[src/rtl/wide_divide_128_by_64_unit_defines.svh]
// assertion macros for the wide divider
`ifndef WIDE_DIVIDE_128_BY_64_UNIT_DEFINES_SVH
`define WIDE_DIVIDE_128_BY_64_UNIT_DEFINES_SVH

// condition implies consequence in the same cycle
`define WD128_ASSERT_IMPLY(label, clk, rst_n, cond, cons) \
	label: assert property (@(posedge clk) disable iff (!(rst_n)) (cond) |-> (cons)) \
		else $error("wd128 check failed");

// condition implies consequence in the next cycle
`define WD128_ASSERT_NEXT(label, clk, rst_n, cond, cons) \
	label: assert property (@(posedge clk) disable iff (!(rst_n)) (cond) |=> (cons)) \
		else $error("wd128 check failed");

`endif

[src/rtl/wd128_pkg.sv]
// shared constants and types for the wide divider
package wd128_pkg;

	// width of every data field on the channels
	localparam int FIELD_BITS = 64;

	// default working word width
	localparam int WORD_BITS_DEF = 64;

	// per-item control flags carried along the cell chain
	typedef struct packed {
		logic neg_num;
		logic neg_dvs;
		logic div_zero;
	} ctrl_t;

endpackage

[src/rtl/wd128_pre.sv]
// input stage: operand masking, sign detection and magnitude conversion
module wd128_pre #(
	parameter int W = wd128_pkg::WORD_BITS_DEF
) (
	input  logic                             clk,
	input  logic                             arst_n,
	input  logic                             advance,
	input  logic                             valid_in,
	input  logic                             action,
	input  logic [wd128_pkg::FIELD_BITS-1:0] dividend_high,
	input  logic [wd128_pkg::FIELD_BITS-1:0] dividend_low,
	input  logic [wd128_pkg::FIELD_BITS-1:0] divisor,
	output logic                             valid_s1,
	output wd128_pkg::ctrl_t                 ctrl_s1,
	output logic [2*W-1:0]                   num_s1,
	output logic [W-1:0]                     dvs_s1
);

	localparam logic [2*W-1:0] NUM_ONE = 1;
	localparam logic [W-1:0]   DVS_ONE = 1;

	logic [2*W-1:0]   num;
	logic [W-1:0]     dvs;
	wd128_pkg::ctrl_t ctrl;
	logic [2*W-1:0]   num_abs;
	logic [W-1:0]     dvs_abs;

	always_comb begin
		num           = {dividend_high[W-1:0], dividend_low[W-1:0]};
		dvs           = divisor[W-1:0];
		ctrl.neg_num  = action & num[2*W-1];
		ctrl.neg_dvs  = action & dvs[W-1];
		ctrl.div_zero = (dvs == '0);
		num_abs       = ctrl.neg_num ? (~num + NUM_ONE) : num;
		dvs_abs       = ctrl.neg_dvs ? (~dvs + DVS_ONE) : dvs;
	end

	always_ff @(posedge clk or negedge arst_n) begin
		if (!arst_n) begin
			valid_s1 <= 1'b0;
		end else if (advance) begin
			valid_s1 <= valid_in;
		end
	end

	always_ff @(posedge clk) begin
		if (advance) begin
			ctrl_s1 <= ctrl;
			num_s1  <= num_abs;
			dvs_s1  <= dvs_abs;
		end
	end

endmodule

[config.mk]
export PLATFORM = sky130hd
export DESIGN_NAME = wd128_pre
export DESIGN_NICKNAME = d
export VERILOG_FILES = /design/src/rtl/wide_divide_128_by_64_unit_defines.svh /design/src/rtl/wd128_pkg.sv /design/src/rtl/wd128_pre.sv
export SDC_FILE = /design/constraint.sdc
export NUM_CORES = 1
export LEC_CHECK = 0
export ABC_CLOCK_PERIOD_IN_PS = 1830
export BUFFER_PORTS_ARGS = -buffer_cell sky130_fd_sc_hd__buf_2
export CELL_PAD_IN_SITES_DETAIL_PLACEMENT = 1
export CELL_PAD_IN_SITES_GLOBAL_PLACEMENT = 1
export CORE_MARGIN = 2
export CORE_UTILIZATION = 41
export DETAILED_ROUTE_END_ITERATION = 6
export PLACE_DENSITY_LB_ADDON = 0.1
export SETUP_SLACK_MARGIN = 0.4
export SLEW_MARGIN = 20
export SYNTH_ARGS = -nofsm -noshare
export SYNTH_HDL_FRONTEND = slang
export SYNTH_SLANG_ARGS = --single-unit
[constraint.sdc]
create_clock -name clk -period 1.83 [get_ports clk]
set_input_delay 0.2745 -clock clk [delete_from_list [all_inputs] [get_ports clk]]
set_output_delay 0.2745 -clock clk [all_outputs]
set_load 0.01 [all_outputs]
==> metrics.txt, run 1 <==
H-tree lvl count 4; clk sinks 196; synthesized area between 10000 and 15000 µm²; Post-CTS Setup Bufs 59; top cells by area, synth edfxtp_1 54%, xor2_1 7.7%, xnor2_1 7.3%; Synth top area share between 50% and 60%; RePlAce Congestion 0.925; Ports 393; largest family of logic cells by synthesized area simple AND/OR/NAND/NOR gates; stage reached clock tree synthesis; Yosys cell types 52; largest area contributor in the netlist edfxtp_1; top_reg_cell synth edfxtp_1; Post-synth EDFFs approximately 200; die height 167 µm; Longest Clk Path Bufs 2; outcome aborted with a tool error; ys async rst share less than 1%; Post-Syn Nets 1163; Syn Inst Count between 900 and 1000; Post-Synth Simple-Gate Area between 10% and 20%; Seq cells post-synth 196; post-cts resize count about 280; most common cell in the synthesized netlist edfxtp_1; DP Area 17400 µm²; Initial Util 41.7%; register area share after synthesis between 50% and 60%; compound-gate portion of the synthesized area 9.12%; Avg Cell Area, Syn 11.3 µm²; stop err [ERROR DPL-0033] detailed placement checks failed during check placement.; Hold-fix buffers, CTS 1; Post-DP HPWL 41700 µm; mux cell area share after synthesis less than 1%; Clock Tree Root clkbuf_16; Synth top cells by count 195 x edfxtp_1, 96 x xor2_1, 90 x xnor2_1; Die X 167 µm; Synth Area in XOR/XNOR 15.0%; Ys Warns 0; Synth Area in Adders less than 1%; port bufs 392; num rows 59; clock buffer count from CTS 17
==> kinds of logic after synthesis <==
| group | count (synthesis) |
|---|---|
| xor+xnor | 186 |
| fa+ha+maj | 2 |
| buf+inv | 41 |
| compound gates | 151 |
| simple gates | 387 |
| mux | 1 |
| flops | 196 |
==> through the flow <==
stage               std cells  util [%]  TNS (ps)  hold slack (ps)  setup WS (ps)
detailed placement       2054      66.9    -97390             49.4          -1030
global placement         2054      66.9    -82520             48.5           -879
floorplan                 964         -    -41940            -21.1           -703
==> run 2, diff against run 1 <==
Settings changed: CELL_PAD_IN_SITES_DETAIL_PLACEMENT 1 to unset, CELL_PAD_IN_SITES_GLOBAL_PLACEMENT 1 to unset, CORE_UTILIZATION 41 to 40, PLACE_DENSITY_LB_ADDON 0.1 to 0.15, SETUP_SLACK_MARGIN 0.4 to unset.
==> metrics.txt, run 2 <==
CP max-delay cell or4_4; register area share after synthesis 54.1% (unchanged); DP Area 17000 µm² (was 17400 µm²); Final Hold Fails 0; largest family of logic cells by synthesized area simple AND/OR/NAND/NOR gates (unchanged); die area 28500 µm²; DR vias/cell 5.50; core region area approximately 27000 µm²; top flop regs num_s1 (128), dvs_s1 (64), ctrl_s1 (3); Die X 169 µm (was 167 µm); initial antenna violation count 2; Yosys cell types 52 (unchanged); hold path cells 2; drt wl/cell ~21 µm; Endpoint, Worst Hold valid_s1; vias after detailed routing 11800; Longest Clk Path Bufs 2 (unchanged); Synth top cells by count 195 x edfxtp_1, 96 x xor2_1, 90 x xnor2_1 (unchanged); die height 169 µm (was 167 µm); Clock Tree Root clkbuf_16 (unchanged); P_leak 8.19 nW; hold wc startpoint valid_in; clk sinks 196 (unchanged); Seq cells post-synth 196 (unchanged); Reg area between 5000 and 6000 µm²; Max Cap Viol 0; H-tree lvl count 4 (unchanged); Setup Skew 0 ps; DRT Wirelength approximately 45000 µm; outcome finished with violations (was aborted with a tool error); grt ovf 0; Synth top area share 53.9% (unchanged); synthesized area 10900 µm² (unchanged); pre-CTS setup slack -946 ps (was -1030 ps); mux cell area share after synthesis 0.104% (unchanged); most common cell after layout, fill and taps aside buf_4; count of pins over their slew limit 0; violated checks setup timing; Final nets 1992; All-Layer GR Usage 30.0%; r2r endpoint valid_s1; Reg2Reg Depth 1; top_reg_cell synth edfxtp_1 (unchanged); worst slew pin tran 655 ps; crit end category register; worst-path cell chain buf_2, or4_4, or4_4, nor4_4, buf_4, nand3_4, buf_12, o31a_1, xor2_1; worst vdd ir 0.531 mV; Syn Inst Count 964 (unchanged); most frequent cells in the layout 380 x buf_4, 368 x buf_2, 195 x edfxtp_1; PD cells 621 nW/µm²; min setup slack post-route -480 ps; Initial Util 40.5% (was 41.7%); most common cell in the synthesized netlist edfxtp_1 (unchanged); final critical-path share of the clock period 126%; Finished Cell Area 19700 µm²; # placed instances 2046 (was 2054); crit path from dividend_low[52]; Crit Path Category in2reg; DR pass1 iterations 7; clock buffer count from CTS 17 (unchanged); Total Power 12.2 mW; Worst EP required 2020 ps; layout cells sized above 1 between 60% and 70%; clock latency on the worst-skew pair between 400 and 500 ps; max reg flops about 130; Final setup viols 93; crit start category input port; Worst slew margin between 50 and 60%; top cells by area, synth edfxtp_1 54%, xor2_1 7.7%, xnor2_1 7.3% (unchanged); fmax 0.433 GHz; Worst Path Buf+Inv 3; CTS tree done; slowest stage delay, CP 540 ps; largest net degree at the start of global routing 56; port bufs 392 (unchanged); CP top delay family simple AND/OR/NAND/NOR gates; DRC violations left 0; Area Overhead vs Synth 80.9%; vias in the first global route approximately 12000; ANT nets after route 0; Multi-input gate area 6830 µm²; fin crit period 2310 ps; Post-Synth Simple-Gate Area 20.0% (unchanged); hold slack roughly 65 ps; Data arrival, critical path ~2500 ps; compound-gate portion of the synthesized area 9.12% (unchanged); largest area contributor in the netlist edfxtp_1 (unchanged); Fill cells roughly 1900; ys async rst share 0.510% (unchanged); global-route wire length before repair 65200 µm; non-filler instance count after layout 2149; Avg Cell Area, Syn 11.3 µm² (unchanged); RePlAce Congestion 0.967 (was 0.925); Max FO, Critical Path 5; num rows 60 (was 59); Ys Warns 0 (unchanged); R2R Setup Slk 1080 ps; most used cell, CP or4_4; Synth Area in Adders 0.230% (unchanged); hold crit path type in2reg; Synth Area in XOR/XNOR 15.0% (unchanged); RSZ-0062 raised after global routing yes; Biggest register num_s1; CTS clk-pin slew, worst paths 80 ps; Post-DP HPWL 32600 µm (was 41700 µm); RR Startpoint valid_s1; number of DRC markers in iteration 0 1076; Post-Syn Nets 1163 (unchanged); Ports 393 (unchanged); Post-synth EDFFs 195 (unchanged)
==> run 2: cell counts after synthesis <==
No cell type changed its count.
==> run 2: worst max-delay path by stage <==
stage                             end  slack [ps]  cells past startpoint
after CTS                 num_s1[127]        -450                      9
final                     num_s1[119]        -480                      9
after global routing      num_s1[122]        -490                      8
after detailed placement  num_s1[123]        -950                      7
after floorplan           num_s1[119]        -700                      6
after global placement    num_s1[123]        -890                      7
==> run 2: logic make-up after synthesis <==
kind of cell | after synthesis
simple gates | 387
flops | 196
xor+xnor | 186
compound gates | 151
buf+inv | 41
fa+ha+maj | 2
mux | 1
==> run 2: power by group <==
part	internal, mW	switching [mW]	total (mW)
combinational	1.27	1.48	2.75
clock	1.82	1.97	3.79
sequential	5.51	0.162	5.67
==> run 2: repair_timing <==
| item | 4_1_cts | 5_1_grt |
|---|---|---|
| setup buffers | 36 | 40 |
| endpoints found under the hold margin | 1 | 0 |
| pin swaps | 80 | 97 |
| cloned | 2 | 0 |
| hold buffers | 1 | 0 |
| endpoints found under the setup margin | 107 | 116 |
| resized for setup | 168 | 129 |
==> run 2: through the flow <==
| step | utilization (%) | TNS, ps |
|---|---|---|
| after floorplan | - | -41230 |
| after global placement | 63.5 | -84160 |
| after CTS | 70.1 | -17940 |
| after global routing | 73.3 | -22110 |
| final | 73.3 | -18360 |
| after detailed placement | 63.5 | -86230 |
==> run 2: final cells by class <==
type | instances | area share (%)
Multi-Input combinational cell | 728 | 34.7
Tap cell | 341 | 2.17
Clock buffer | 17 | 2.16
Clock inverter | 15 | 0.751
Sequential cell | 196 | 29.9
Inverter | 9 | 0.172
Timing Repair Buffer | 841 | 30.1
Antenna cell | 2 | 0.0255
==> run 2: metal layers <==
layer  GRT usage (%)  wire length [µm]  vias up
li1                -                 -     5402
met1            39.1             18500     5756
met2            50.2             22200      565
met3            5.63              3020      100
met4            10.5              1560        0
met5               0                 0        -
Power figures use the tool's default switching activity.
