==> src/rtl/wide_divide_128_by_64_unit_defines.svh <==
// assertion macros for the wide divider
`ifndef WIDE_DIVIDE_128_BY_64_UNIT_DEFINES_SVH
`define WIDE_DIVIDE_128_BY_64_UNIT_DEFINES_SVH

// condition implies consequence in the same cycle
`define WD128_ASSERT_IMPLY(label, clk, rst_n, cond, cons) \
	label: assert property (@(posedge clk) disable iff (!(rst_n)) (cond) |-> (cons)) \
		else $error("wd128 check failed");

// condition implies consequence in the next cycle
`define WD128_ASSERT_NEXT(label, clk, rst_n, cond, cons) \
	label: assert property (@(posedge clk) disable iff (!(rst_n)) (cond) |=> (cons)) \
		else $error("wd128 check failed");

`endif

==> src/rtl/wd128_pkg.sv <==
// shared constants and types for the wide divider
package wd128_pkg;

	// width of every data field on the channels
	localparam int FIELD_BITS = 64;

	// default working word width
	localparam int WORD_BITS_DEF = 64;

	// per-item control flags carried along the cell chain
	typedef struct packed {
		logic neg_num;
		logic neg_dvs;
		logic div_zero;
	} ctrl_t;

endpackage

==> src/rtl/wd128_if.sv <==


interface wd128_out_if;
	logic                             valid;
	logic                             ready;
	logic [wd128_pkg::FIELD_BITS-1:0] quotient;
	logic [wd128_pkg::FIELD_BITS-1:0] remainder;
	logic                             divide_by_zero;

	modport source (output valid, quotient, remainder, divide_by_zero, input ready);
	modport sink (input valid, quotient, remainder, divide_by_zero, output ready);
endinterface

==> src/rtl/wd128_post.sv <==
// output stage: sign correction, zero-divisor handling and result register
module wd128_post #(
	parameter int W = wd128_pkg::WORD_BITS_DEF
) (
	input  logic             clk,
	input  logic             arst_n,
	input  logic             valid_in,
	input  wd128_pkg::ctrl_t ctrl_in,
	input  logic [W-1:0]     rem_in,
	input  logic [2*W-1:0]   num_in,
	output logic             advance,
	wd128_out_if.source      rsp
);

	localparam logic [W-1:0] ONE = 1;

	logic [W-1:0] quo;
	logic [W-1:0] quo_fix;
	logic [W-1:0] rem_fix;
	logic         valid_q;
	logic [W-1:0] quo_q;
	logic [W-1:0] rem_q;
	logic         dz_q;

	always_comb begin
		quo     = num_in[W-1:0];
		quo_fix = (ctrl_in.neg_num ^ ctrl_in.neg_dvs) ? (~quo + ONE) : quo;
		rem_fix = ctrl_in.neg_num ? (~rem_in + ONE) : rem_in;
		if (ctrl_in.div_zero) begin
			quo_fix = '0;
			rem_fix = '0;
		end
	end

	// whole chain moves whenever the result slot is empty or being taken
	assign advance = ~valid_q | rsp.ready;

	always_ff @(posedge clk or negedge arst_n) begin
		if (!arst_n) begin
			valid_q <= 1'b0;
		end else if (advance) begin
			valid_q <= valid_in;
		end
	end

	always_ff @(posedge clk) begin
		if (advance) begin
			quo_q <= quo_fix;
			rem_q <= rem_fix;
			dz_q  <= ctrl_in.div_zero;
		end
	end

	assign rsp.valid          = valid_q;
	assign rsp.quotient       = wd128_pkg::FIELD_BITS'(quo_q);
	assign rsp.remainder      = wd128_pkg::FIELD_BITS'(rem_q);
	assign rsp.divide_by_zero = dz_q;

endmodule

==> src/flat_wrapper.sv <==
// flat-port wrapper written by rule: the top's interface ports become plain ports
module wd128_post_flat 
#(
	parameter int W = wd128_pkg::WORD_BITS_DEF
)
  (clk, arst_n, valid_in, ctrl_in, rem_in, num_in, advance, rsp_valid, rsp_quotient, rsp_remainder, rsp_divide_by_zero, rsp_ready);
  wd128_out_if rsp_i ();
  input  logic clk;
  input  logic arst_n;
  input  logic valid_in;
  input  wd128_pkg::ctrl_t ctrl_in;
  input  logic [W-1:0] rem_in;
  input  logic [2*W-1:0] num_in;
  output logic advance;
  output wire logic [$bits(rsp_i.valid)-1:0] rsp_valid;
  output wire logic [$bits(rsp_i.quotient)-1:0] rsp_quotient;
  output wire logic [$bits(rsp_i.remainder)-1:0] rsp_remainder;
  output wire logic [$bits(rsp_i.divide_by_zero)-1:0] rsp_divide_by_zero;
  input wire logic [$bits(rsp_i.ready)-1:0] rsp_ready;
  assign rsp_valid = rsp_i.valid;
  assign rsp_quotient = rsp_i.quotient;
  assign rsp_remainder = rsp_i.remainder;
  assign rsp_divide_by_zero = rsp_i.divide_by_zero;
  assign rsp_i.ready = rsp_ready;
  wd128_post #(.W(W)) u_core (.clk(clk), .arst_n(arst_n), .valid_in(valid_in), .ctrl_in(ctrl_in), .rem_in(rem_in), .num_in(num_in), .advance(advance), .rsp(rsp_i));
endmodule
==> config.mk <==
export PLATFORM = sky130hd
export DESIGN_NAME = wd128_post_flat
export DESIGN_NICKNAME = d
export VERILOG_FILES = /design/src/rtl/wide_divide_128_by_64_unit_defines.svh /design/src/rtl/wd128_pkg.sv /design/src/rtl/wd128_if.sv /design/src/rtl/wd128_post.sv /design/src/flat_wrapper.sv
export SDC_FILE = /design/constraint.sdc
export NUM_CORES = 1
export LEC_CHECK = 0
export BUFFER_PORTS_ARGS = -buffer_cell sky130_fd_sc_hd__buf_2
export CORE_ASPECT_RATIO = 2
export CORE_MARGIN = 10
export CORE_UTILIZATION = 50
export DETAILED_ROUTE_END_ITERATION = 6
export PLACE_DENSITY = 0.82
export SLEW_MARGIN = 20
export SYNTH_ARGS = -nofsm -noshare
export SYNTH_HDL_FRONTEND = slang
export SYNTH_SLANG_ARGS = --single-unit
==> constraint.sdc <==
create_clock -name clk -period 4.7 [get_ports clk]
set_input_delay 0.47 -clock clk [delete_from_list [all_inputs] [get_ports clk]]
set_output_delay 0.47 -clock clk [all_outputs]
set_load 0.01 [all_outputs]
# After elaboration in Yosys (flattened, before gate mapping)
# Cells that the tools add are included.
# word_totals
ff_bits	130
in_bits	199
out_inout_bits	131
word_cells	13
# op_classes
n_addsub	2
n_mux	2
n_bitwise	5
# ops
op	count
adder 64 x 1 -> 64 bit (second input constant)	2
two-way mux 64 bit	2
inverter 64 bit	2
inverter 1 bit	1
OR 1 bit	1
XOR 1 bit	1

# Depth between registers and ports, before layout
# Gate-level depths: netlist of run 1.
# logic_depth
depth_word	3
ltp_mapped	8
mapped_depth_nobuf	7

# Worst setup path before layout of run 1
# OpenSTA, ideal clock, no wires.
# synth_timing
kind	in2reg
start	input rsp_ready
end	register u_core.dz_q (netlist: u_core.rsp.divide_by_zero), enable pin
setup_ns	0.515
arrival_time_ns	3.672
required_time_ns	4.185
path_slack_ns	0.513
path_stages	1
cell_sequence	nand2b_1
# synth_via
elab_chain_cells	1
# synth_lines
element	line_no	text
start: declaration	flat_wrapper.sv:19	input wire logic [$bits(rsp_i.ready)-1:0] rsp_ready;
OR 1 bit	wd128_post.sv:36	assign advance = ~valid_q | rsp.ready;
end signal: assignment	wd128_post.sv:50	dz_q <= ctrl_in.div_zero;
end: declaration	wd128_post.sv:23	logic dz_q;
# No other way between the ends.
# A chain may end at the register's enable or synchronous reset.

# Worst setup path in the final report of run 1
# layout_timing
start	input num_in[20]
end	register u_core.quo_q[51] (netlist: u_core.rsp.quotient[51]) (data pin)
# layout_via
elab_chain_cells	3
# layout_lines
element	line_no	text
start: declaration	flat_wrapper.sv:13	input logic [2*W-1:0] num_in;
inverter 64 bit	wd128_post.sv:27	quo_fix = (ctrl_in.neg_num ^ ctrl_in.neg_dvs) ? (~quo + ONE) : quo;
adder 64 x 1 -> 64 bit	wd128_post.sv:27	
two-way mux 64 bit	wd128_post.sv:27	
end signal: assignment	wd128_post.sv:48	quo_q <= quo_fix;
end: declaration	wd128_post.sv:21	logic [W-1:0] quo_q;
# No other way between the ends.

==> results.txt, run 1 <==
post-layout util - 0.637
DIE WIDTH - 112 um
PnR worst setup slack - 1.73 ns
reg2reg setup slack - 2.81 ns
Worst-path clk slew - 0.06 ns
Simple-Gate Fraction of Synth Area - 0.265
Ys Warns - 0
FF-to-FF End - u_core.rsp.remainder[5]
clock skew - 0.0105 ns
Max Cap Viol - 0
r2r worst-path depth - 2
number of core rows - 67
starting density of the core - 0.504
WP data required - 4.89 ns
Startpoint Class - input port
HPWL Detailed - 21,900 um
Hold Crit Class - input port to register
Slew @ Worst Pin - 1.07 ns
Resized cells post-CTS - 0
CORE AREA - 0.0167 mm2
Synth Area in Compound Gates - 0.120
leak pwr - 4.28 nW
GRT met1 Usage - 0.247
H-tree Lvls - 4
final setup violation count - 0
Syn Area/Cell - 9.77 um2
asr flop ratio synth - 0.00769
cell count after synthesis - 861
ANT nets after route - 0
pwr/cell area - 338 mW/mm2
Max Freq - 337 MHz
Remaining DRCs - 0
mux share of post-synthesis cell area - 0.0519
clock buffer depth - 2
io pins - 330
post-CTS setup buffer count - 0
Skew-Pair Late Insertion Delay - 0.43 ns
synth cell count leaders - edfxtp_1 (129), nor2_1 (126), xor2_1 (55)
crit-path max FO - 9
Crit path largest cell delay - 0.65 ns
final worst-path cycle share - 0.632
top_reg_cell synth - edfxtp_1
top-count cell post-synth - edfxtp_1
post-synthesis cell area - 0.00841 mm2
Vias/cell - 6.17
routed wire length per instance - 21.5 um
Max VDD drop - 0.000258 V
Starting DRT DRC Count - 638
largest family of logic cells by synthesized area - simple AND/OR/NAND/NOR gates
CP Launch Point - num_in[20]
Synth Area in XOR/XNOR - 0.0666
Mapped Nets - 1,062
final hold vios - 0
critical path cell sequence - buf_2, nor4_1, nand3_1, or3_1, o41ai_1, mux2_2
GRT overflow - 0
CTS buffer count - 17
synthesized flop and latch total - 130
share of cells above drive strength 1 - 0.319
via count - 8,261
root buf cell - clkbuf_16
Crit-path slowest cell - nor4_1
area share of the largest cell type after synthesis - 0.460
GRT met2 Usage - 0.446
die outline height - 203 um
sequential fraction of the synthesis area - 0.463
nets@finish - 1,317
Worst R2R Start - u_core.rsp.valid
M3 GR Usage - 0.0665
GRT Util Overall - 0.242
Setup CP Type - input port to register
Clock Sinks - 130
DRT Wirelength - 28,800 um
GRT busiest layer - met2
Area growth, synth to finish - 26.3%
number of flops mapped to enable cells by yosys - 129
Place WS - 1.29 ns
RSZ-0062 raised after global routing - false
Final Slew Violations - 0
leading area contributor after synthesis - edfxtp_1
vias in the first global route - 7,909
Synth cell types - 57
nature of the critical path endpoint - register
status - completed
Hold Buf Count CTS - 1
initial antenna violation count - 5
Worst setup endpoint - u_core.rsp.quotient[51]
port bufs - 265
Synth Area in Adders - 0.00297
CTS tree - yes
pin count of the biggest net entering global routing - 91
final period demand of the worst path - 2.97 ns
Final Wtd Congestion - 0.969
die area - 0.0227 mm2
first-pass GRT wire length - 44,200 um
Area contributors post-synth - edfxtp_1 (46%), xor2_1 (5.7%), nor2_1 (5.6%), mux2_2 (3.5%), nor3_1 (2.6%)
Slew headroom - 0.281
Worst EP arrival - 3.15 ns
first drt pass iteration count - 7
Min Hold Slack - 0.230 ns
Setup TNS - 0 ns
-- routing by layer --
metal,wire length [um],part of all wire,up-vias
li1,-,-,3811
met1,9570,0.33,3911
met2,15700,0.55,467
met3,2590,0.090,68
met4,868,0.030,4
met5,27,0.00094,-
-- per-stage QoR --
stage	total power [mW]	instance area, um2	std cells
final	3.59	10600	1338
after global routing	3.71	10600	1338
after CTS	3.60	10600	1335
after detailed placement	2.14	9970	1303
after global placement	2.12	9970	1303
after floorplan	1.84	8410	861
-- registers in the layout, indices dropped and copies added, names as in the netlist --
| register | cells |
|---|---|
| u_core.rsp.divide_by_zero | 1 |
| u_core.rsp.quotient | 64 |
| u_core.rsp.remainder | 64 |
| u_core.rsp.valid | 1 |
-- power breakdown --
| part | leakage [nW] | internal [mW] | switching, mW |
|---|---|---|---|
| Clock | 0.303 | 0.936 | 0.528 |
| Combinational | 2.60 | 0.259 | 0.410 |
| Sequential | 1.37 | 1.42 | 0.0293 |
| Total | 4.28 | 2.62 | 0.967 |
-- cell usage in the layout, fill, tap and decap left out, types with 21 or more instances in the layout --
master / synthesis / layout
a21oi_1: 34 / 34
buf_2: 2 / 264
edfxtp_1: 129 / 129
mux2_2: 26 / 26
nand2_1: 34 / 34
nand3_1: 23 / 23
nand4_1: 25 / 25
nor2_1: 126 / 126
nor2b_1: 32 / 32
nor3_1: 43 / 43
nor4_1: 26 / 26
o21ai_0: 34 / 34
o31ai_1: 26 / 26
o41ai_1: 21 / 21
or3_1: 28 / 28
xor2_1: 55 / 54
-- kinds of logic after synthesis --
logic type / after synthesis
adders and majority gates: 2
muxes: 40
AOI/OAI and AO/OA: 148
xor gates and xnor gates: 64
DFF: 130
buffers and inverters: 65
and+or+nand+nor: 412
-- critical path, delay by kind of cell --
| kind | cells | cell delay (ns) |
|---|---|---|
| simple gates | 3 | 1.68 |
| compound gates | 1 | 0.48 |
| mux | 1 | 0.39 |
| buf+inv | 1 | 0.13 |
-- cell type report --
class / count / area (um2)
fill: 1421 / 6060
clock inverter: 14 / 213
clock buffer: 17 / 425
antenna: 3 / 7.51
sequential: 130 / 3900
multi-input combinational: 666 / 4280
inverter: 17 / 63.8
tap: 207 / 259
timing repair buffer: 284 / 1470
-- worst min path at each step --
stage	startpoint	endpoint	slack [ns]	cells after the start
after floorplan	arst_n	u_core.rsp.valid	0.17	0
after global placement	arst_n	u_core.rsp.valid	0.24	1
after detailed placement	arst_n	u_core.rsp.valid	0.25	1
after CTS	valid_in	u_core.rsp.valid	0.22	2
after global routing	valid_in	u_core.rsp.valid	0.23	2
final	valid_in	u_core.rsp.valid	0.23	2
Power figures use the tool's default switching activity.
==> run 2: changes to the inputs <==
clock period = 2.8 ns   (was 4.7 ns; I/O delays follow)
==> results.txt, run 2 (synthesized netlist as in run 1, its figures left out) <==
Starting DRT DRC Count - 572 (-10%)
routed wire length per instance - 21.5 um (about the same)
clock buffer depth - 2 (unchanged)
nets@finish - 1,364 (+3.6%)
first-pass GRT wire length - 45,800 um (+3.7%)
Setup CP Type - input port to register
initial antenna violation count - 2 (-3)
CTS tree - yes
Remaining DRCs - 0 (unchanged)
leak pwr - 4.50 nW (+5.2%)
GRT Util Overall - 0.251 (+0.00905)
Post-Place Cells - 1,350 (+3.6%)
Resized cells post-CTS - 0 (unchanged)
Max Cap Viol - 0 (unchanged)
DIE WIDTH - 112 um (unchanged)
GRT met2 Usage - 0.457 (+0.0113)
via count - 8,559 (+3.6%)
CTS buffer count - 17 (unchanged)
vias in the first global route - 8,422 (+6.5%)
H-tree Lvls - 4 (unchanged)
port bufs - 265 (unchanged)
Design Power - 5.85 mW (+63%)
starting density of the core - 0.504 (unchanged)
Min Hold Slack - 0.102 ns (-0.128 ns)
GRT met1 Usage - 0.260 (+0.0127)
Area growth, synth to finish - 30.1%
DRT Wirelength - 29,800 um (+3.5%)
Vias/cell - 6.18 (about the same)
status - completed
Skew-Pair Late Insertion Delay - 0.43 ns (about the same)
placed instance area - 0.0103 mm2 (+3.8%)
ANT nets after route - 0 (unchanged)
nature of the critical path endpoint - register
Setup TNS - 0 ns (unchanged)
die area - 0.0227 mm2 (unchanged)
share of cells above drive strength 1 - 0.344 (+0.0252)
Place WS - -0.135 ns (-1.42 ns)
Slew @ Worst Pin - 0.730 ns (-0.340 ns)
M3 GR Usage - 0.0597 (-0.00677)
Max Freq - 390 MHz
post-CTS setup buffer count - 0 (unchanged)
final setup violation count - 0 (unchanged)
Worst EP arrival - 2.73 ns (-0.42 ns)
pwr/cell area - 534 mW/mm2 (+58%)
HPWL Detailed - 22,700 um (+3.4%)
Worst-path clk slew - 0.05 ns (about the same)
GRT overflow - 0 (unchanged)
crit-path max FO - 5 (-4)
fin cells - 1,386 (+3.6%)
pin count of the biggest net entering global routing - 89 (-2.2%)
RSZ-0062 raised after global routing - false
WP data required - 2.97 ns (-1.92 ns)
most common cell after layout, fill and taps aside - buf_2
post-layout util - 0.656 (+0.0192)
Startpoint Class - input port
clock skew - 0.00552 ns (-0.00494 ns)
final instance area - 0.0109 mm2 (+3.0%)
GRT busiest layer - met2
first drt pass iteration count - 6 (-1)
root buf cell - clkbuf_16
PnR worst setup slack - 0.235 ns (-1.50 ns)
final hold vios - 0 (unchanged)
final period demand of the worst path - 2.57 ns
Max VDD drop - 0.000428 V (+66%)
Final Wtd Congestion - 0.994 (+2.6%)
Slew headroom - 0.513 (+0.232)
FILL cells - 1,332 (-6.3%)
most frequent cells in the layout - buf_2 (264), edfxtp_1 (129), nor2_1 (126)
io pins - 330 (unchanged)
CORE AREA - 0.0167 mm2 (unchanged)
number of core rows - 67 (unchanged)
die outline height - 203 um (unchanged)
Hold Crit Class - input port to register
Clock Sinks - 130 (unchanged)
final worst-path cycle share - 0.916
Final Slew Violations - 0 (unchanged)
-- run 2: final timing paths --
| kind | slack (ns) | to | cells past startpoint | startpoint |
|---|---|---|---|---|
| worst max-delay path | 0.23 | u_core.rsp.remainder[45] | 6 | rem_in[20] |
| worst max register to register | 1.20 | u_core.rsp.quotient[1] | 2 | u_core.rsp.valid |
| max in group asynchronous | 2.56 | u_core.rsp.valid | 2 | arst_n |
| worst min-delay path | 0.10 | u_core.rsp.valid | 2 | valid_in |
| worst min register to register | 1.00 | u_core.rsp.remainder[10] | 1 | u_core.rsp.valid |
| min in group asynchronous | 0.16 | u_core.rsp.valid | 2 | arst_n |
-- run 2: layout make-up --
class / instances / area, um2 / share of cell area
Clock buffer: 21 / 440 / 0.0402
Clock inverter: 11 / 140 / 0.0128
Tap cell: 207 / 259 / 0.0237
Sequential cell: 130 / 3900 / 0.356
Timing Repair Buffer: 331 / 1850 / 0.169
Multi-Input combinational cell: 666 / 4280 / 0.391
Antenna cell: 3 / 7.51 / 0.000686
Inverter: 17 / 63.8 / 0.00583
-- run 2: layer usage --
metal	part of all wire	wire length [um]
met5	0	0
met4	0.044	1310
met3	0.088	2630
met2	0.54	15900
met1	0.33	9880
-- run 2: repair_timing --
item                                    4_1_cts  5_1_grt
hold buffers                                  1        0
hold endpoints to repair                      1        0
endpoints found under the setup margin        0        0
-- run 2: power breakdown --
group	switching, mW	total (mW)	internal, mW	leakage [nW]
logic	0.701	1.16	0.462	2.84
clock network	0.846	2.24	1.39	0.285
registers	0.0527	2.44	2.39	1.37
total	1.60	5.85	4.25	4.50
-- run 2: critical path: stages --
cell and delay (ns):
buf_2 0.10, or4_1 0.56, or4b_1 0.59, or2_1 0.42
o41ai_2 0.42, mux2_1 0.36
