--- src/rtl/wide_divide_128_by_64_unit_defines.svh ---
// assertion macros for the wide divider
`ifndef WIDE_DIVIDE_128_BY_64_UNIT_DEFINES_SVH
`define WIDE_DIVIDE_128_BY_64_UNIT_DEFINES_SVH

// condition implies consequence in the same cycle
`define WD128_ASSERT_IMPLY(label, clk, rst_n, cond, cons) \
	label: assert property (@(posedge clk) disable iff (!(rst_n)) (cond) |-> (cons)) \
		else $error("wd128 check failed");

// condition implies consequence in the next cycle
`define WD128_ASSERT_NEXT(label, clk, rst_n, cond, cons) \
	label: assert property (@(posedge clk) disable iff (!(rst_n)) (cond) |=> (cons)) \
		else $error("wd128 check failed");

`endif

--- src/rtl/wd128_pkg.sv ---
// shared constants and types for the wide divider
package wd128_pkg;

	// width of every data field on the channels
	localparam int FIELD_BITS = 64;

	// default working word width
	localparam int WORD_BITS_DEF = 64;

	// per-item control flags carried along the cell chain
	typedef struct packed {
		logic neg_num;
		logic neg_dvs;
		logic div_zero;
	} ctrl_t;

endpackage

--- src/rtl/wd128_cell.sv ---
// one restoring division step: develops one quotient bit per cycle while advance is high
module wd128_cell #(
	parameter int W = wd128_pkg::WORD_BITS_DEF
) (
	input  logic             clk,
	input  logic             arst_n,
	input  logic             advance,
	input  logic             valid_in,
	input  wd128_pkg::ctrl_t ctrl_in,
	input  logic [W-1:0]     rem_in,
	input  logic [2*W-1:0]   num_in,
	input  logic [W-1:0]     dvs_in,
	output logic             valid_q,
	output wd128_pkg::ctrl_t ctrl_q,
	output logic [W-1:0]     rem_q,
	output logic [2*W-1:0]   num_q,
	output logic [W-1:0]     dvs_q
);

	logic [W-1:0]   shifted;
	logic [W:0]     diff;
	logic           take;
	logic [W-1:0]   rem_next;
	logic [2*W-1:0] num_next;

	// numerator shifts out at the top while quotient bits shift in at the bottom
	always_comb begin
		shifted  = {rem_in[W-2:0], num_in[2*W-1]};
		diff     = {rem_in[W-1], shifted} - {1'b0, dvs_in};
		take     = ~diff[W];
		rem_next = take ? diff[W-1:0] : shifted;
		num_next = {num_in[2*W-2:0], take};
	end

	always_ff @(posedge clk or negedge arst_n) begin
		if (!arst_n) begin
			valid_q <= 1'b0;
		end else if (advance) begin
			valid_q <= valid_in;
		end
	end

	always_ff @(posedge clk) begin
		if (advance) begin
			ctrl_q <= ctrl_in;
			rem_q  <= rem_next;
			num_q  <= num_next;
			dvs_q  <= dvs_in;
		end
	end

endmodule

--- config.mk ---
export PLATFORM = sky130hd
export DESIGN_NAME = wd128_cell
export DESIGN_NICKNAME = d
export VERILOG_FILES = /design/src/rtl/wide_divide_128_by_64_unit_defines.svh /design/src/rtl/wd128_pkg.sv /design/src/rtl/wd128_cell.sv
export SDC_FILE = /design/constraint.sdc
export NUM_CORES = 1
export LEC_CHECK = 0
export ABC_CLOCK_PERIOD_IN_PS = 1600
export BUFFER_PORTS_ARGS = -buffer_cell sky130_fd_sc_hd__buf_4
export CAP_MARGIN = 0
export CORE_AREA = 10 10 193 195
export CTS_CLUSTER_SIZE = 24
export DETAILED_ROUTE_END_ITERATION = 16
export DIE_AREA = 0 0 203 205
export PLACE_DENSITY = 0.67
export SETUP_SLACK_MARGIN = 0.4
export SYNTH_ARGS = -nofsm -noshare
export SYNTH_HDL_FRONTEND = slang
export SYNTH_SLANG_ARGS = --single-unit
--- constraint.sdc ---
create_clock -name clk -period 1.6 [get_ports clk]
set_input_delay 0.32 -clock clk [delete_from_list [all_inputs] [get_ports clk]]
set_output_delay 0.32 -clock clk [all_outputs]
set_load 0.05 [all_outputs]
* Word-level counts from Yosys, hierarchy flattened
Cells that the tools add are included.
** Word-level totals
- Register bits after elaboration :: 260
- Output and inout port bits :: 260
- RAM bits :: 0
- Memories :: 0
- Bits in read-only memories :: 0
- Word-level logic and storage cells :: 10
- Input bits :: 263
- Bits in latches :: 0
** Cells by class
- Bitwise operators :: 1
- Reductions and logical operators :: 0
- Mux-type cells :: 1
- Divide/modulo/power cells :: 0
- Multiply operators :: 0
- Order comparisons :: 0
- Shifts and indexed selects :: 0
- Add/sub/neg operators :: 1
- Eq/ne operators :: 0
** Operators with widths (count)
- $sub 65x64->65 :: 1
- $mux 64 :: 1
- $not 1->1 :: 1

* Logic depth before layout (Yosys ltp)
Gate-level depths: netlist (run 1).
- Word-level depth :: 2
- Depth in mapped cells :: 17

* Worst setup path before layout (run 1)
No wires, ideal clock.
- Path kind :: input to register
- Start point :: input port dvs_in[7]
- End point :: register rem_q[57], data pin
- Slack :: -1723 ps
- Arrival time :: 3062 ps
- Path buffers :: 5
- Required time :: 1340 ps
- Cell stages on the path :: 17
- Cells stage by stage :: inv_1 -> ha_1 -> buf_2 -> a21oi_2 -> nor2_1 -> o41ai_4 -> o22ai_2 -> o21ai_2 -> a211oi_2 -> or3_1 -> buf_6 -> and3_1 -> buf_6 -> inv_4 -> buf_6 -> buf_8 -> mux2_4
** On the way
- Word-level cells in the longest chain between the ends :: 2
** RTL lines
- from (decl) :: RTL line wd128_cell.sv:12 : input logic [W-1:0] dvs_in,
- $sub 65x64->65 :: RTL line wd128_cell.sv:29 : diff = {rem_in[W-1], shifted} - {1'b0, dvs_in};
- $mux 64 :: RTL line wd128_cell.sv:31 : rem_next = take ? diff[W-1:0] : shifted;
- named net rem_next[57] :: RTL line wd128_cell.sv:23 : logic [W-1:0] rem_next;
- to (signal assigned) :: RTL line wd128_cell.sv:46 : rem_q <= rem_next;
- to (decl) :: RTL line wd128_cell.sv:15 : output logic [W-1:0] rem_q,
The timed path passes the listed nets, and every way through them passes these cells.
A chain may end at the register's enable or synchronous reset.

* Worst setup path after layout (run 1)
- Start point :: input port dvs_in[33]
- End point :: register rem_q[33], data pin
The elaborated chain is that of the path after synthesis.

==> metrics.yaml, run 1 <==
detailed_routing:
  ant_nets: 0
  vias_per_cell: 5.04
  wl_per_cell_um: 24.0
  drt-pass1-iter-count: 5
  drt-initial-drc-count: 811
  wirelength_um: 59600
  route.detailed.drc: 0
  vias: 12500
synthesis:
  yosysSeqAreaShare_pct: 60.0
  synth_edf_count: 259
  synth_mux_area_share_pct: 5.14
  yosys.area_share.simple_pct: 8.80
  synth.top_cells.by_area: "edfxtp_1, ha_1, mux2_2, a21oi_1, inv_1"
  syn_inst: 1024
  ys_async_sr_fraction_pct: 0.385
  syn_nets: 1352
  synth_top_family_by_area: "compound AO/OA/AOI/OAI gates"
  ys_ff_latch: 260
  yosys.area_share.adder_pct: 6.31
  syn_area_um2: 13000
  synth_xor_area_share_pct: 3.64
  synth_top_area_cell: "edfxtp_1"
  synth.distinct_cells: 76
  yosysWarnings: 0
  synth_compound_area_share_pct: 12.1
  yosys.area.top_type_share_pct: 59.8
  synth.avg_cell_area_um2: 12.7
  ys.flop_type: "edfxtp_1"
worst_setup_path:
  reg2reg_from: "valid_q"
  cp_cell_sequence: "buf_4 -> inv_2 -> ha_4 -> a21o_1 -> a21o_1 -> a21oi_4 -> o221ai_1 -> o21ba_2 -> a211oi_2 -> or3_1 -> and3_4 -> clkinv_8 -> buf_12 -> clkbuf_16 -> mux2_2"
  critPathTopFamily: "compound AO/OA/AOI/OAI gates"
  path_buf_inv: 5
  reg2reg_depth: 1
  crit_start: "dvs_in[33]"
  cp_max_fo: 6
  crit_required_ps: 1910
  worst_setup_path_end_kind: "flip-flop"
  arrival_ps: 3100
  worst-path-stages: 15
  reg2reg_slack_ps: 820
  crit_end: "rem_q[33]"
  startpoint_type: "input pin"
  max_stage_delay_ps: 340
  critPathKind: "in2reg"
  cp_common_cell: "a21o_1"
  r2r_end: "valid_q"
  slowest_stage: "or3_1"
sta:
  min_period_over_period_pct: 174
  holdWs_ps: 26.0
  report.final.slew_viol_count: 0
  fmax_mhz: 359
  setup_slack_ps: -1190
  fin_skew_ps: 0
  worst-slew-pin-transition_ps: 715
  rsz0062_at_grt: "true"
  finalSetupViolCount: 65
  finalCriticalPeriod_ps: 2790
  relSlewSlack_pct: 51.8
  hold_violations: 0
finish:
  instances_no_fill: 2481
  syn_to_final_growth_pct: 86.1
  nNetsFinal: 2335
  drive_gt1_share_pct: 48.9
  n_fill_cell: 2210
power_and_ir_drop:
  power.density_nw_per_um2: 1030
  vdd.ir_drop.worst_v: 0.000979
  leakage_nw: 10.7
  design_power_total_mw: 24.9
floorplan:
  die_height_um: 205
  die_w_um: 203
  core_area_um2: 33300
  fp.dieArea_um2: 41600
  num_rows: 67
  start_util_pct: 39.1
  io_pins: 523
global_route:
  grt_overflow: 0
  grt_pass1_vias: 13300
  antenna_found_initial: 5
  grt_pass1_wl_um: 86400
  grt_max_degree: 50
  grt.total_usage_pct: 27.2
flow_run:
  timing.max_cap.violations: 0
run_status:
  outcome: "finished, violations left"
  violations: "negative setup slack"
clock_tree:
  cts_tree: "yes"
  htreeDepth: 1
  root_buffer: "clkbuf_16"
  cts_inserted_buffers: 29
  cts_max_path_buffers: 3
  clock-sinks: 260
  clk_pin_slew_worst_paths_ps: 60
  clock_latency_ps: 550
placement:
  place_ws_ps: -1910
  globalplace.congestion: 0.922
  dp_hpwl_um: 42000
  dp.cells: 2213
  portBuffers: 522
min_path:
  hold_path_class: "in2reg"
## routing by layer
metal	share of wire [%]	global-route usage, %	vias up
met3	7.2	6.19	102
met5	0.022	0	-
li1	-	-	5803
met2	52	49.7	527
met4	3.6	9.78	2
met1	37	30.5	6079
## Yosys cell counts (10+ instances only)
library cell and number:
a21o_1 32, nand4_1 20, mux2_2 50, a21oi_1 78, xnor2_1 32, edfxtp_1 259, nand3_1 11, xor2_1 22
inv_1 87, nor3_1 14, clkbuf_1 19, o21bai_1 13, a31oi_1 10, and3_1 10, nor2_1 46, nor2b_1 13
nand2_1 67, o21ai_0 41, ha_1 64
## registers in the layout (all words and copies together), names as in the netlist
signal   cells
num_q      128
dvs_q       64
rem_q       64
ctrl_q       3
valid_q      1
## timing repair
action | CTS | global route
setup endpoints to repair | 325 | 325
gates resized for setup | 377 | 17
gates cloned | 4 | 1
endpoints found under the hold margin | 188 | 0
hold buffers | 188 | 0
setup buffers | 13 | 5
pin swaps | 26 | 14
## placed cells by master (no fill, tap or decap), drive strengths merged, types with 11 or more instances in the layout
cell type / instances
a21o: 32
nand3: 11
nor3: 14
ha: 64
a21oi: 80
mux2: 51
edfxtp: 259
nor2: 46
buf: 798
o21ai: 44
nand4: 22
o21bai: 13
xnor2: 32
nor2b: 13
clkinv: 16
inv: 88
dlygate4sd3: 188
xor2: 22
nand2: 67
clkbuf: 31
## power by group
part | internal, mW | switching, mW | total [mW]
Sequential | 8.38 | 0.376 | 8.76
Combinational | 4.19 | 5.19 | 9.38
Clock | 3.81 | 2.91 | 6.72
Total | 16.4 | 8.48 | 24.9
## how the worst min path moves through the flow
stage | startpoint | endpoint | slack [ps] | depth (start not counted)
floorplan | arst_n | valid_q | 20 | 0
global placement | arst_n | valid_q | 100 | 1
detailed placement | arst_n | valid_q | 100 | 1
CTS | dvs_in[9] | dvs_q[9] | 0.6 | 1
global route | dvs_in[9] | dvs_q[9] | 2 | 1
finish | dvs_in[9] | dvs_q[9] | 30 | 1
## layout make-up
type	instances	area [um2]	share of cell area, %
clock buffer	30	729	3.02
antenna	4	10.0	0.0414
clock inverter	23	211	0.874
sequential	260	7800	32.3
multi-input combinational	641	5360	22.2
inverter	88	360	1.49
tap	448	561	2.32
timing repair buffer	987	9160	37.9
## kinds of logic after synthesis
logic type / after synthesis
multiplexers: 60
flip-flops: 260
XOR/XNOR: 54
adder cells (fa/ha/maj): 65
buffers and inverters: 123
AO/OA/AOI/OAI: 240
AND/OR/NAND/NOR: 222
## per-stage QoR
stage / cell area [um2] / util (%) / TNS (ps)
after floorplan: 13200 / - / -96440
after global placement: 19400 / 58.4 / -114350
after detailed placement: 19400 / 58.4 / -115310
after CTS: 24000 / 72.2 / -70020
after global routing: 24200 / 72.7 / -77510
final: 24200 / 72.7 / -71390
(Power assumes the default switching activity.)
==> run 2: changes to the inputs <==
--- a/config.mk
+++ b/config.mk
@@ -7,10 +7,9 @@
 export LEC_CHECK = 0
-export ABC_CLOCK_PERIOD_IN_PS = 1600
+export ABC_CLOCK_PERIOD_IN_PS = 2900
 export BUFFER_PORTS_ARGS = -buffer_cell sky130_fd_sc_hd__buf_4
 export CAP_MARGIN = 0
-export CORE_AREA = 10 10 193 195
+export CORE_AREA = 2 2 204 206
 export CTS_CLUSTER_SIZE = 24
 export DETAILED_ROUTE_END_ITERATION = 16
-export DIE_AREA = 0 0 203 205
-export PLACE_DENSITY = 0.67
+export DIE_AREA = 0 0 206 208
 export SETUP_SLACK_MARGIN = 0.4
==> constraint.sdc (replaced) <==
create_clock -name clk -period 2.9 [get_ports clk]
set_input_delay 0.145 -clock clk [delete_from_list [all_inputs] [get_ports clk]]
set_output_delay 0.145 -clock clk [all_outputs]
set_load 0.05 [all_outputs]
==> metrics.yaml, run 2 (synthesis results as in run 1) <==
worst_setup_path:
  arrival_ps: 3010
  crit_required_ps: 3190
  reg2reg_depth: 1
  critPathKind: "in2reg"
  startpoint_type: "input pin"
  worst_setup_path_end_kind: "flip-flop"
  cp_max_fo: 7
  r2r_end: "valid_q"
  reg2reg_from: "valid_q"
  reg2reg_slack_ps: 2150
run_status:
  outcome: "completed"
placement:
  dp_hpwl_um: 37100
  place_ws_ps: -412
  portBuffers: 522
  globalplace.congestion: 0.904
  dp.cells: 2216
power_and_ir_drop:
  leakage_nw: 10.3
  power.density_nw_per_um2: 560
  vdd.ir_drop.worst_v: 0.000551
  design_power_total_mw: 13.1
finish:
  finish.utilization_pct: 57.7
  largest_register_ffs: 128
  n_fill_cell: 3282
  drive_gt1_share_pct: 44.9
  nNetsFinal: 2336
  mostFrequentLayoutCell: "buf_4"
  instances_no_fill: 2565
  layout_common_cells: "buf_4, edfxtp_1, dlygate4sd3_1"
  regMostFlops: "num_q"
  biggestRegsByFlops: "num_q (128), dvs_q (64), rem_q (64)"
  syn_to_final_growth_pct: 79.9
detailed_routing:
  vias_per_cell: 4.77
  ant_nets: 0
  wirelength_um: 51200
  route.detailed.drc: 0
  drt-pass1-iter-count: 5
  wl_per_cell_um: 20.0
  vias: 12200
  drt-initial-drc-count: 588
sta:
  min_period_over_period_pct: 94.0
  fin_skew_ps: 0
  finalSetupViolCount: 0
  relSlewSlack_pct: 60.7
  setup_slack_ps: 175
  hold_violations: 0
  report.final.slew_viol_count: 0
  rsz0062_at_grt: "true"
  fmax_mhz: 367
  worst-slew-pin-transition_ps: 585
  finalCriticalPeriod_ps: 2720
  holdWs_ps: 83.0
floorplan:
  start_util_pct: 32.1
  core_area_um2: 40600
  io_pins: 523
  fp.dieArea_um2: 42800
  num_rows: 74
  die_height_um: 208
  die_w_um: 206
min_path:
  hold_path_class: "in2reg"
  min_path_cells: 3
  worst_hold_startpoint: "rem_in[62]"
  whs_endpoint: "rem_q[63]"
clock_tree:
  root_buffer: "clkbuf_16"
  clk_pin_slew_worst_paths_ps: 60
  cts_tree: "yes"
  cts_max_path_buffers: 3
  cts_inserted_buffers: 29
  htreeDepth: 1
  clock-sinks: 260
  clock_latency_ps: 530
global_route:
  grt_pass1_vias: 12600
  grt_overflow: 0
  antenna_found_initial: 7
  grt_max_degree: 57
  grt_pass1_wl_um: 74000
  grt.total_usage_pct: 22.6
flow_run:
  timing.max_cap.violations: 0
## run 2: worst max-delay path by stage
stage | from | end | cells after the start | slack, ps
after global placement | rem_in[9] | rem_q[57] | 12 | -370
after global routing | dvs_in[8] | rem_q[53] | 16 | 160
after floorplan | dvs_in[9] | rem_q[57] | 16 | -140
final | dvs_in[8] | rem_q[54] | 16 | 180
after CTS | dvs_in[9] | rem_q[18] | 13 | 290
after detailed placement | rem_in[9] | rem_q[53] | 12 | -410
## run 2: final cells by class
cell class                 count  area (um2)  share of cell area, %
antenna                        6        15.0                 0.0642
inverter                      88         372                   1.59
clock buffer                  33         741                   3.17
timing repair buffer         988        8370                   35.8
multi-input combinational    641        5260                   22.5
sequential                   260        7800                   33.3
clock inverter                17         169                  0.722
tap                          532         666                   2.84
## run 2: power breakdown
group / switching [mW] / internal [mW] / total [mW]
Combinational: 2.75 / 2.01 / 4.76
Sequential: 0.132 / 4.61 / 4.74
Clock: 1.52 / 2.09 / 3.61
Total: 4.40 / 8.71 / 13.1
## run 2: what timing repair did
action | in CTS | in global routing
cloned | 3 | 0
endpoints found under the hold margin | 259 | 1
setup endpoints to repair | 58 | 62
hold buffers | 258 | 1
buffers inserted | 16 | 15
pin swaps | 14 | 27
resized for setup | 61 | 71
## run 2: metal layers
metal | vias to the layer above | wire (um) | share of wire [%] | track usage, %
li1 | 5798 | - | - | -
met1 | 5944 | 19500 | 38 | 25.7
met2 | 415 | 26700 | 52 | 41.7
met3 | 88 | 3100 | 6.0 | 3.93
met4 | 2 | 1910 | 3.7 | 8.55
met5 | - | 14 | 0.027 | 0
## run 2: per-stage QoR
| step | cell area (um2) | setup TNS (ps) |
|---|---|---|
| floorplan | 13200 | -3250 |
| global placement | 18900 | -18730 |
| detailed placement | 18900 | -20780 |
| CTS | 22900 | 0 |
| global route | 23400 | 0 |
| finish | 23400 | 0 |
## run 2: worst max-delay path, cell delays in order
cell and delay [ps]:
buf_4 130, inv_4 50, ha_4 190, buf_6 130, nand2_4 70, nor2_4 40
o41ai_4 460, o22ai_2 170, o21ai_2 280, a211oi_4 120, or3_4 390, and3_4 180
clkinv_8 90, buf_12 110, buf_12 130, mux2_4 310
==> run 3: changes to the inputs <==
Settings changed: ABC_CLOCK_PERIOD_IN_PS 2900 to 2910, GPL_TIMING_DRIVEN set to 0.
Clock period 2.9 ns to 2.91 ns, I/O delays scaled along.
==> metrics.yaml, run 3 (synthesis results as in run 1) <==
placement:
  place_ws_ps: -1030
  dp_hpwl_um: 35100
  portBuffers: 522
  placed_cell_area_um2: 17800
  globalplace.congestion: 0.879
worst_setup_path:
  cp_max_fo: 6
  startpoint_type: "input pin"
  critPathKind: "in2reg"
  crit_required_ps: 3240
  arrival_ps: 3160
  worst_setup_path_end_kind: "flip-flop"
clock_tree:
  clock-sinks: 260
  cts_inserted_buffers: 31
  clock_latency_ps: 570
  cts_tree: "yes"
  clk_pin_slew_worst_paths_ps: 60
  cts_max_path_buffers: 3
  htreeDepth: 1
  root_buffer: "clkbuf_16"
detailed_routing:
  wl_per_cell_um: 20.0
  vias: 11700
  drt-pass1-iter-count: 5
  route.detailed.drc: 0
  drt-initial-drc-count: 665
  wl_met1_um: 19000
  ant_nets: 0
  highest_layer: "met5"
  wirelength_um: 48900
  wl_met3_um: 3330
  vias_per_cell: 4.80
  met2_length_um: 24700
power_and_ir_drop:
  vdd.ir_drop.worst_v: 0.000413
  leakage_nw: 9.63
  power.density_nw_per_um2: 588
finish:
  fin_area_um2: 22500
  nNetsFinal: 2211
  layout_common_cells: "buf_4, dlygate4sd3_1, edfxtp_1"
  regMostFlops: "num_q"
  largest_register_ffs: 128
  biggestRegsByFlops: "num_q (128), dvs_q (64), rem_q (64)"
  mostFrequentLayoutCell: "buf_4"
  syn_to_final_growth_pct: 73.3
  n_fill_cell: 3435
  drive_gt1_share_pct: 41.5
floorplan:
  num_rows: 74
  die_height_um: 208
  fp.dieArea_um2: 42800
  die_w_um: 206
  core_area_um2: 40600
  start_util_pct: 32.1
  io_pins: 523
global_route:
  grt.total_usage_pct: 21.8
  grt_pass1_wl_um: 71500
  grt_max_degree: 126
  antenna_found_initial: 5
  grt_pass1_vias: 11800
  grt_overflow: 0
sta:
  holdWs_ps: 83.6
  min_period_over_period_pct: 96.9
  relSlewSlack_pct: 53.9
  hold_violations: 0
  fmax_mhz: 355
  setup_slack_ps: 89.2
  finalCriticalPeriod_ps: 2820
  finalSetupViolCount: 0
  fin_tns_setup_ps: 0
  fin_skew_ps: 0
  rsz0062_at_grt: "true"
  report.final.slew_viol_count: 0
  worst-slew-pin-transition_ps: 684
min_path:
  hold_path_class: "in2reg"
run_status:
  outcome: "completed"
flow_run:
  timing.max_cap.violations: 0
[run 3: routing by layer]
layer | global-route usage (%) | vias to the layer above
met5 | 0 | -
met4 | 7.46 | 2
met2 | 38.9 | 456
met1 | 25.9 | 5624
met3 | 4.61 | 87
li1 | - | 5561
[run 3: power breakdown]
part           switching (mW)  internal [mW]
Combinational            2.69           1.78
Clock                    1.64           2.42
Sequential              0.120           4.60
Total                    4.45           8.80
[run 3: worst max-delay path, cell delays in order]
cell and delay (ps):
buf_4 120, inv_1 90, ha_4 220, buf_4 160
a21oi_4 170, o22ai_1 120, o21ai_2 150, nand4_1 190
o21ai_4 290, a211oi_4 110, or3_1 330, buf_6 130
and3_4 160, buf_12 130, inv_16 70, buf_12 130
buf_12 120, mux2_4 290
[run 3: timing repair]
action | CTS | global route
pin swaps | 27 | 21
gates resized for setup | 108 | 32
setup buffers | 26 | 13
hold buffers | 261 | 0
setup endpoints to repair | 65 | 65
hold endpoints to repair | 307 | 0
cloned | 2 | 0
[run 3: final timing paths]
kind / from / slack [ps] / end / cells past startpoint
max in group asynchronous: arst_n / 2320 / valid_q / 3
hold / removal: rem_in[50] / 80 / rem_q[51] / 3
hold reg to reg: valid_q / 540 / valid_q / 1
setup reg to reg: valid_q / 2150 / valid_q / 1
min in group asynchronous: arst_n / 480 / valid_q / 3
setup / recovery: dvs_in[19] / 90 / rem_q[57] / 18
[run 3: area by class of cell]
| class | instances | area (um2) | area share (%) |
|---|---|---|---|
| sequential | 260 | 7800 | 34.6 |
| timing repair buffer | 826 | 7000 | 31.1 |
| multi-input combinational | 641 | 5310 | 23.6 |
| clock buffer | 38 | 842 | 3.74 |
| tap | 532 | 666 | 2.95 |
| inverter | 88 | 369 | 1.64 |
| buffer | 35 | 305 | 1.36 |
| clock inverter | 19 | 223 | 0.989 |
| antenna | 3 | 7.51 | 0.0333 |
[run 3: stage by stage]
stage                     total power, mW  cells  utilization (%)
after floorplan                      7.25   1024                -
after global placement               8.59   2078             43.8
after detailed placement             8.61   2080             43.9
after CTS                            13.3   2426             54.9
after global routing                 13.8   2441             55.5
final                                13.2   2442             55.6
